$ cat config.mk
export PLATFORM = sky130hd
export DESIGN_NAME = hourglass_window_max_unit
export DESIGN_NICKNAME = d
export VERILOG_FILES = /design/src/hgwm_pkg.sv /design/src/hourglass_window_max_unit.sv
export SDC_FILE = /design/constraint.sdc
export NUM_CORES = 2
export LEC_CHECK = 0
export ABC_AREA = 1
export ABC_CLOCK_PERIOD_IN_PS = 10500
export BUFFER_PORTS_ARGS = -buffer_cell sky130_fd_sc_hd__buf_2
export CAP_MARGIN = 20
export CELL_PAD_IN_SITES_DETAIL_PLACEMENT = 0
export CELL_PAD_IN_SITES_GLOBAL_PLACEMENT = 1
export CORE_MARGIN = 4
export CORE_UTILIZATION = 40
export DETAILED_ROUTE_END_ITERATION = 16
export PLACE_DENSITY = 0.75
export SLEW_MARGIN = 20
export SYNTH_ARGS = -nofsm -noshare
export SYNTH_HDL_FRONTEND = slang
export SYNTH_SLANG_ARGS = --single-unit
$ cat constraint.sdc
create_clock -name clk_i -period 10.5 [get_ports clk_i]
set_input_delay 2.1 -clock clk_i [delete_from_list [all_inputs] [get_ports clk_i]]
set_output_delay 2.1 -clock clk_i [all_outputs]
set_load 0.02 [all_outputs]
$ cat src/hgwm_pkg.sv
`timescale 1ns / 1ps
`default_nettype none

package hgwm_pkg;

  // Fixed field and register widths
  localparam int unsigned OUT_W  = 11;
  localparam int unsigned CFG_W  = 7;
  localparam int unsigned ROW_W  = 6;

  // Frame bounds: minimum for rows and columns, maximum for rows
  localparam logic [CFG_W-1:0] MinDim  = 7'd3;
  localparam logic [CFG_W-1:0] RowsMax = 7'd64;

  // Register indexes on the configuration port
  typedef logic [0:0] cfg_idx_t;
  localparam cfg_idx_t CFG_GRID_COLS = 1'b0;
  localparam cfg_idx_t CFG_GRID_ROWS = 1'b1;

  // Reset value of both frame dimensions
  localparam logic [CFG_W-1:0] DIM_RESET = 7'd6;

endpackage

`default_nettype wire

$ cat src/hourglass_window_max_unit.sv
`timescale 1ns / 1ps
`default_nettype none
// A frame's last accepted cell passes stage 1 and stage 2, then its result loads the output register.
// Throughput: one cell per cycle unless stalled; the line store is read at accept, written at s1_go.
// Input stalls only while a finished result waits unsent and the next frame's result is ready.
// Reset: asynchronous, active low; counters, window, running maximum and valids clear,
// dimensions return to 6x6. Line-store contents are not cleared.
module hourglass_window_max_unit #(
  parameter int unsigned MAX_COLS   = 64,
  parameter int unsigned VALUE_BITS = 8
) (
  input  wire logic                               clk_i,
  input  wire logic                               rst_ni,
  // cell input channel
  input  wire logic                               in_valid_i,
  output logic                                    in_stall_o,
  input  wire logic signed [VALUE_BITS-1:0]       cell_value_i,
  // result channel
  output logic                                    out_valid_o,
  input  wire logic                               out_stall_i,
  output logic signed [hgwm_pkg::OUT_W-1:0]       max_sum_o,
  // configuration writes
  input  wire logic                               cfg_we_i,
  input  wire hgwm_pkg::cfg_idx_t                 cfg_idx_i,
  input  wire logic [hgwm_pkg::CFG_W-1:0]         cfg_wdata_i
);
  import hgwm_pkg::*;

  localparam int unsigned COL_W = $clog2(MAX_COLS);
  localparam int unsigned CW    = ($clog2(MAX_COLS + 1) > CFG_W) ?
                                  $clog2(MAX_COLS + 1) : CFG_W;
  localparam int unsigned SUM_W = VALUE_BITS + 3;
  localparam int unsigned EXT_W = (SUM_W > OUT_W) ? SUM_W : OUT_W;
  localparam int unsigned MEM_W = 2 * VALUE_BITS;
  localparam logic [CW-1:0] ColsMax = CW'(MAX_COLS);

  // configuration registers
  logic [CFG_W-1:0] grid_cols_q, grid_rows_q;

  always_ff @(posedge clk_i or negedge rst_ni) begin
    if (!rst_ni) begin
      grid_cols_q <= DIM_RESET;
      grid_rows_q <= DIM_RESET;
    end else if (cfg_we_i) begin
      case (cfg_idx_i)
        CFG_GRID_COLS: grid_cols_q <= cfg_wdata_i;
        CFG_GRID_ROWS: grid_rows_q <= cfg_wdata_i;
        default: ;
      endcase
    end
  end

  // saturated frame size
  logic [CW-1:0]    cols, cols_m1, cols_raw;
  logic [CFG_W-1:0] rows, rows_m1;

  always_comb begin
    cols_raw = CW'(grid_cols_q);
    if (cols_raw < CW'(MinDim))    cols = CW'(MinDim);
    else if (cols_raw > ColsMax)   cols = ColsMax;
    else                           cols = cols_raw;
    cols_m1 = cols - CW'(1);
    if (grid_rows_q < MinDim)      rows = MinDim;
    else if (grid_rows_q > RowsMax) rows = RowsMax;
    else                           rows = grid_rows_q;
    rows_m1 = rows - CFG_W'(1);
  end

  // pipeline flow: only a frame-end beat in the last stage can block
  logic adv, in_acc, out_acc;
  logic s1_valid_q, s2_valid_q, s2_fe_q, out_valid_q;

  assign adv        = !(s2_valid_q && s2_fe_q && out_valid_q && out_stall_i);
  assign in_stall_o = !adv;
  assign in_acc     = in_valid_i && adv;
  assign out_acc    = out_valid_q && !out_stall_i;

  // stage 0: position counters and line-store read address
  logic [COL_W-1:0] col_q, col_d, c_eff;
  logic [ROW_W-1:0] row_q, row_d;
  logic             row_end, frame_end, win_ok;

  always_comb begin
    c_eff     = (CW'(col_q) >= cols) ? cols_m1[COL_W-1:0] : col_q;
    row_end   = (CW'(c_eff) >= cols_m1);
    frame_end = row_end && (CFG_W'(row_q) >= rows_m1);
    win_ok    = (row_q >= ROW_W'(2)) && (c_eff >= COL_W'(2));
    col_d     = col_q;
    row_d     = row_q;
    if (frame_end) begin
      col_d = '0;
      row_d = '0;
    end else if (row_end) begin
      col_d = '0;
      row_d = row_q + ROW_W'(1);
    end else begin
      col_d = c_eff + COL_W'(1);
    end
  end

  always_ff @(posedge clk_i or negedge rst_ni) begin
    if (!rst_ni) begin
      col_q <= '0;
      row_q <= '0;
    end else if (in_acc) begin
      col_q <= col_d;
      row_q <= row_d;
    end
  end

  // stage 1 beat registers
  logic signed [VALUE_BITS-1:0] s1_v_q;
  logic [COL_W-1:0]             s1_addr_q;
  logic                         s1_win_q, s1_fe_q;

  always_ff @(posedge clk_i or negedge rst_ni) begin
    if (!rst_ni) begin
      s1_valid_q <= 1'b0;
    end else if (adv) begin
      s1_valid_q <= in_acc;
    end
  end

  always_ff @(posedge clk_i) begin
    if (in_acc) begin
      s1_v_q    <= cell_value_i;
      s1_addr_q <= c_eff;
      s1_win_q  <= win_ok;
      s1_fe_q   <= frame_end;
    end
  end

  // line stores: one memory, upper half is the row two up, lower half the row above
  logic [MEM_W-1:0] line_mem [MAX_COLS];
  logic [MEM_W-1:0] rdata_q;
  logic             s1_go;

  assign s1_go = s1_valid_q && adv;

  always_ff @(posedge clk_i) begin
    if (s1_go) begin
      line_mem[s1_addr_q] <= {rdata_q[VALUE_BITS-1:0], s1_v_q};
    end
    if (in_acc) begin
      rdata_q <= line_mem[c_eff];
    end
  end

  // stage 1: shift the 3x3 window and form the hourglass sum
  logic signed [VALUE_BITS-1:0] win_q [9];
  logic signed [VALUE_BITS-1:0] win_d [9];
  logic signed [VALUE_BITS-1:0] top, mid;
  logic signed [SUM_W-1:0]      sum;

  always_comb begin
    top = rdata_q[MEM_W-1:VALUE_BITS];
    mid = rdata_q[VALUE_BITS-1:0];
    for (int k = 0; k < 3; k++) begin
      win_d[k*3]   = win_q[k*3+1];
      win_d[k*3+1] = win_q[k*3+2];
    end
    win_d[2] = top;
    win_d[5] = mid;
    win_d[8] = s1_v_q;
    sum = SUM_W'(win_d[0]) + SUM_W'(win_d[1]) + SUM_W'(win_d[2]) + SUM_W'(win_d[4])
        + SUM_W'(win_d[6]) + SUM_W'(win_d[7]) + SUM_W'(win_d[8]);
  end

  always_ff @(posedge clk_i or negedge rst_ni) begin
    if (!rst_ni) begin
      for (int k = 0; k < 9; k++) begin
        win_q[k] <= '0;
      end
    end else if (s1_go) begin
      for (int k = 0; k < 9; k++) begin
        win_q[k] <= win_d[k];
      end
    end
  end

  // stage 2 beat registers
  logic signed [SUM_W-1:0] s2_sum_q;
  logic                    s2_win_q;

  always_ff @(posedge clk_i or negedge rst_ni) begin
    if (!rst_ni) begin
      s2_valid_q <= 1'b0;
      s2_fe_q    <= 1'b0;
    end else if (adv) begin
      s2_valid_q <= s1_valid_q;
      s2_fe_q    <= s1_valid_q && s1_fe_q;
    end
  end

  always_ff @(posedge clk_i) begin
    if (s1_go) begin
      s2_sum_q <= sum;
      s2_win_q <= s1_win_q;
    end
  end

  // stage 2: running maximum and frame result
  logic signed [SUM_W-1:0] best_q, best_sel, res_sum;
  logic                    have_q, have_sel, s2_go, load;
  logic signed [EXT_W-1:0] res_ext;

  assign s2_go = s2_valid_q && adv;
  assign load  = s2_go && s2_fe_q;

  always_comb begin
    if (s2_win_q && (!have_q || (s2_sum_q > best_q))) best_sel = s2_sum_q;
    else                                              best_sel = best_q;
    have_sel = have_q || s2_win_q;
    res_sum  = have_sel ? best_sel : '0;
    res_ext  = EXT_W'(res_sum);
  end

  always_ff @(posedge clk_i or negedge rst_ni) begin
    if (!rst_ni) begin
      best_q <= '0;
      have_q <= 1'b0;
    end else if (s2_go) begin
      if (s2_fe_q) begin
        best_q <= '0;
        have_q <= 1'b0;
      end else begin
        best_q <= best_sel;
        have_q <= have_sel;
      end
    end
  end

  // output register
  logic signed [OUT_W-1:0] max_sum_q;

  always_ff @(posedge clk_i or negedge rst_ni) begin
    if (!rst_ni) begin
      out_valid_q <= 1'b0;
    end else begin
      out_valid_q <= load || (out_valid_q && !out_acc);
    end
  end

  always_ff @(posedge clk_i) begin
    if (load) begin
      max_sum_q <= res_ext[OUT_W-1:0];
    end
  end

  assign out_valid_o = out_valid_q;
  assign max_sum_o   = max_sum_q;

endmodule

`default_nettype wire
Word-level counts from Yosys, hierarchy flattened
Memories as Yosys holds them, arrays and structs flattened. A register that Yosys moved wholly into a read port is not among the register bits.
Cells that the tools add are included.
Widths: inputs -> output; s select.
{"block": "word_totals", "n_memories": 1, "out_inout_bits": 13, "input_bits": 21, "elab_cells": 82, "register_bits": 121, "ramBits": 1024}
{"name": "line_mem", "depth": 64, "word_bits": 16, "read_ports": 1, "rd_clocked_by_memory_dff": 1, "wr": 1, "line": "hourglass_window_max_unit.sv:134", "source": "logic [MEM_W-1:0] line_mem [MAX_COLS];"}
{"block": "op_classes", "n_lt_le_gt_ge": 10, "n_bitwise": 1, "muxes": 14, "addsub": 10, "reduce_logical": 24}
{"cell": "$add 11x8->11", "n": 3}
{"cell": "$mux 6", "n": 5}
{"cell": "$mux 7", "n": 4}
{"cell": "$mux 11", "n": 2}
{"cell": "$ge 6x7->1", "n": 3}
{"cell": "$gt 7x7->1 const B", "n": 2}
{"cell": "$lt 7x2->1 const B", "n": 2}
{"cell": "$sub 7x1->7 const B", "n": 2}
{"cell": "$logic_and 1x1->1", "n": 13}
{"cell": "$add 6x1->6 const B", "n": 2}
{"cell": "$ge 6x2->1 const B", "n": 2}
{"cell": "$add 10x8->11", "n": 1}
{"cell": "$gt 11x11->1", "n": 1}
{"cell": "$add 9x8->10", "n": 1}
{"cell": "$add 8x8->9", "n": 1}
{"cell": "$reduce_and 2->1", "n": 3}
{"cell": "$logic_not 1->1", "n": 4}
{"cell": "$logic_or 1x1->1", "n": 3}
{"cell": "$mux 1", "n": 3}
{"cell": "$reduce_bool 2->1", "n": 1}
{"cell": "$not 1->1", "n": 1}

Longest topological paths before layout
{"block": "logic_depth", "ltp_word": 9, "depth_mapped": 30, "ltp_nobuf": 28}

Least setup slack after synthesis
OpenSTA, ideal clock, no wires.
{"block": "synth_timing", "path_kind": "input -> output", "from": "input out_stall_i", "to": "output in_stall_o", "path_buffers": 0, "arrival_ps": 2888, "t_required_ps": 8400, "path_slack_ps": 5512, "path_stages": 2, "cell_sequence": "inv_1 nor4_1"}
{"block": "synth_via", "elab_chain_cells": 1}
{"item": "start: declaration", "line": "hourglass_window_max_unit.sv:20", "source": "input wire logic out_stall_i,"}
{"item": "$logic_and 1x1->1", "line": "hourglass_window_max_unit.sv:73", "source": "assign adv = !(s2_valid_q && s2_fe_q && out_valid_q && out_stall_i);"}
{"item": "end: declaration", "line": "hourglass_window_max_unit.sv:16", "source": "output logic in_stall_o,"}
Every way passes these cells.

Worst setup path after layout
{"block": "layout_timing", "from": "register grid_cols_q[5] (netlist: cols_raw[5])", "to": "register rdata_q[5], read port of line_mem (data pin)"}
{"block": "layout_via", "elab_chain_cells": 5, "elab_cells_between_ends": 7, "classes_between": "add/sub (1); order compare (3); mux (3)"}
{"item": "start: declaration", "line": "hourglass_window_max_unit.sv:38", "source": "logic [CFG_W-1:0] grid_cols_q, grid_rows_q;"}
{"item": "start signal: assignment", "line": "hourglass_window_max_unit.sv:46", "source": "CFG_GRID_COLS: grid_cols_q <= cfg_wdata_i;"}
{"item": "$gt 7x7->1", "line": "hourglass_window_max_unit.sv:60", "source": "else if (cols_raw > ColsMax) cols = ColsMax;"}
{"item": "$mux 7", "line": "hourglass_window_max_unit.sv:60"}
{"item": "$mux 7 (*)", "line": "hourglass_window_max_unit.sv:59", "source": "if (cols_raw < CW'(MinDim)) cols = CW'(MinDim);"}
{"item": "$sub 7x1->7 / $ge 6x7->1 (equally long branches)", "line": "hourglass_window_max_unit.sv:62, hourglass_window_max_unit.sv:84"}
{"item": "$mux 6 (*)", "line": "hourglass_window_max_unit.sv:84", "source": "c_eff = (CW'(col_q) >= cols) ? cols_m1[COL_W-1:0] : col_q;"}
{"item": "end: declaration", "line": "hourglass_window_max_unit.sv:135", "source": "logic [MEM_W-1:0] rdata_q;"}
Mark *: on every way between the ends. The rest lies on a longest branch, timed or not.
A chain may end at the register's enable or synchronous reset.

==> flow_summary.json <==
{
  "place_area_sq_mm": 0.0514,
  "synth-compound-area-share_pct": 2.56,
  "start_kind": "flip-flop",
  "wirelength_microns": 137000,
  "rrSetupSlack_ps": 4740,
  "ctsHoldBuffers": 0,
  "drtIter0Drc": 3729,
  "cts_resized": 0,
  "dr.pass1.iters": 6,
  "worstReg2RegStart": "cols_raw[5]",
  "synth_area_per_cell_sq_um": 11.3,
  "clockBufferDepth": 3,
  "die_h_microns": 360,
  "synth_seq_cells": 1161,
  "final-hold-violation-count": 0,
  "postCtsSetupBuffers": 0,
  "cp-endpoint": "rdata_q[5]",
  "maxSlewHeadroom_pct": 27.2,
  "final.setup.tns_ps": 0,
  "synth_fa_ha_area_share_pct": 2.84,
  "synth_top_flop_cell": "edfxtp_1",
  "crit_type": "flip-flop to flip-flop",
  "grt_pass1_wl_microns": 206000,
  "area.growth.synth_to_final_pct": 11.3,
  "end_kind": "flip-flop",
  "worstSkewPairLatency_ps": 710,
  "drtAntennaViolNets": 0,
  "synth_warnings": 0,
  "cts_tree": "built",
  "synth_edf_count": 1079,
  "route.vias.total": 32800,
  "synth_xor_area_share_pct": 0.354,
  "cp_max_fo": 46,
  "status": "complete, no violations",
  "grt_max_degree": 148,
  "rr_endpoint": "rdata_q[5]",
  "num_io_pins": 34,
  "initial_core_util_pct": 40.4,
  "syn-num-nets": 4503,
  "die_x_microns": 360,
  "viasPerCell": 5.35,
  "htree_levels": 3,
  "cts_buffers": 119,
  "dp_hpwl_microns": 75300,
  "fin_crit_sh_pct": 54.9,
  "cts_sinks": 1161,
  "fin_nets": 4526,
  "grt_setup_unrepaired": "false",
  "root_buffer": "clkbuf_16",
  "whs_ps": 427,
  "grt.total_usage_pct": 20.8,
  "holdPathStages": 0,
  "core_area_sq_mm": 0.122,
  "netlist_instances": 4395,
  "wl_per_cell_microns": 22.4,
  "yosysUniqueCellTypes": 45,
  "crit_arrival_ps": 6330,
  "synth_seq_area_share_pct": 69.7,
  "synth_top_family_by_area": "simple AND/OR/NAND/NOR gates",
  "die_area_sq_mm": 0.129,
  "port-buffer-count": 33,
  "gp_congestion": 0.812,
  "fmax_mhz": 174,
  "finClkSkew_ps": 37.9,
  "grt_pass1_vias": 31400,
  "synthMuxAreaShare_pct": 0,
  "finalInstanceArea_sq_mm": 0.0551,
  "final_max_slew_viol_count": 0,
  "setup_ws_ps": 4740,
  "path_clk_slew_ps": 60,
  "synth_async_sr_flop_share_pct": 7.06,
  "setup_viol": 0,
  "drv_cap": 0,
  "fp-row-count": 128,
  "synthSimpleGateAreaFrac_pct": 21.0,
  "period_needed_ps": 5760,
  "startpoint": "cols_raw[5]",
  "fillers": 11200,
  "drcViolationCount": 0,
  "dp_slack_ps": 4750,
  "syn_area_sq_mm": 0.0495,
  "cp.required_ps": 11070,
  "drive_gt1_share_pct": 7.44,
  "hold_class": "flip-flop to flip-flop",
  "worstMarginPinSlew_ps": 1090,
  "overflow": 0,
  "rr_worst_depth": 26,
  "antenna_found_initial": 0
}
-- critical path: stages, from the launching register on --
cell and delay, ps:
dfrtp_1 390, nor2_1 140, nand2_2 90, a21oi_1 380
ha_1 320, inv_1 60, nand2_1 50, o21ai_0 160
inv_1 60, nand2_1 60, nand2_1 60, nand2_2 140
nand2_2 250, nand2_2 200, nand2_8 270, buf_4 450
nor2_4 380, buf_4 460, buf_4 610, nand2_1 110
nand2_1 80, nor2_1 40, nand2_1 130, nand3_1 210
nand2_1 160, nand2_1 130, nand2_1 100
-- layer usage --
layer,track usage (%),wire length [microns]
met1,29.5,57400
met2,33.2,63800
met3,3.45,12200
met4,6.51,4040
met5,0,0
-- cell usage in the layout, fill, tap and decap left out, types with 24 or more instances in the layout --
| cell | n |
|---|---|
| o21ai_0 | 61 |
| buf_4 | 106 |
| clkbuf_1 | 40 |
| edfxtp_1 | 1079 |
| clkbuf_16 | 122 |
| clkinv_1 | 24 |
| nor2_1 | 210 |
| ha_1 | 45 |
| dfrtp_1 | 78 |
| nand2_1 | 1592 |
| a21oi_1 | 148 |
| fa_1 | 42 |
| buf_2 | 32 |
| inv_1 | 130 |
| nand3_1 | 663 |
-- cell type report --
type | instances | area [sq um] | share of cell area [%]
Clock inverter | 51 | 408 | 0.741
Tap cell | 1625 | 2030 | 3.69
Timing Repair Buffer | 142 | 1040 | 1.90
Multi-Input combinational cell | 2859 | 13300 | 24.2
Antenna cell | 1 | 2.50 | 0.00455
Sequential cell | 1161 | 34500 | 62.6
Inverter | 135 | 509 | 0.925
Clock buffer | 167 | 3270 | 5.94
-- worst min-delay path by stage --
stage               slack (ps)     start       end
finish                     430  s1_win_q  s2_win_q
floorplan                  400  s1_win_q  s2_win_q
CTS                        430  s1_win_q  s2_win_q
global route               440  s1_win_q  s2_win_q
detailed placement         420  s1_win_q  s2_win_q
global placement           410  s1_win_q  s2_win_q
-- per-stage QoR --
step | cells | util [%]
after global routing | 6140 | 45.0
after global placement | 5921 | 42.0
final | 6141 | 45.0
after floorplan | 4395 | -
after detailed placement | 5922 | 42.0
after CTS | 6140 | 45.0
-- kinds of logic (layout without fill, tap and decap cells) --
| group | Yosys count | in the layout |
|---|---|---|
| adders and majority gates | 87 | 87 |
| other | 0 | 1 |
| and+or+nand+nor | 2513 | 2513 |
| buffers and inverters | 375 | 495 |
| AOI/OAI and AO/OA | 239 | 239 |
| xor gates and xnor gates | 20 | 20 |
| DFF | 1161 | 1161 |
-- flip-flops by register name (all words and copies together) (netlist names), 6 cells and up --
signal       count
s1_addr_q        6
line_mem      1024
s1_v_q           8
col_q            6
max_sum_o       11
cols_raw         7
grid_rows_q      7
row_q            6
rdata_q         16
s2_sum_q        11
best_q          11
win_d           40
-- cells in the mapped netlist, types with 2 or more instances --
| cell type | instances | area (sq um) |
|---|---|---|
| xnor2_1 | 7 | 61.3 |
| nand2_1 | 1595 | 5990 |
| o21ai_2 | 3 | 26.3 |
| nand4_1 | 13 | 81.3 |
| clkbuf_1 | 39 | 146 |
| buf_4 | 20 | 150 |
| buf_6 | 14 | 158 |
| o21ai_1 | 2 | 10.0 |
| nor3_1 | 4 | 20.0 |
| inv_2 | 3 | 11.3 |
| xor2_1 | 13 | 114 |
| edfxtp_1 | 1079 | 32400 |
| nand2_2 | 6 | 37.5 |
| nand3_1 | 665 | 3330 |
| nor2_2 | 2 | 12.5 |
| o2111ai_1 | 2 | 17.5 |
| o21ai_0 | 61 | 305 |
| a21oi_1 | 148 | 741 |
| nor2_1 | 217 | 815 |
| dfstp_2 | 4 | 105 |
| inv_1 | 132 | 495 |
| buf_2 | 151 | 756 |
| buf_1 | 16 | 60.1 |
| nor4_1 | 2 | 12.5 |
| fa_1 | 42 | 841 |
| o22ai_1 | 14 | 87.6 |
| ha_1 | 45 | 563 |
| nand2_4 | 2 | 22.5 |
| dfrtp_1 | 78 | 1950 |
Power is left out: the tool's default activity adds up to more than one toggle a clock period on the data nets, which glitch-free logic cannot reach.
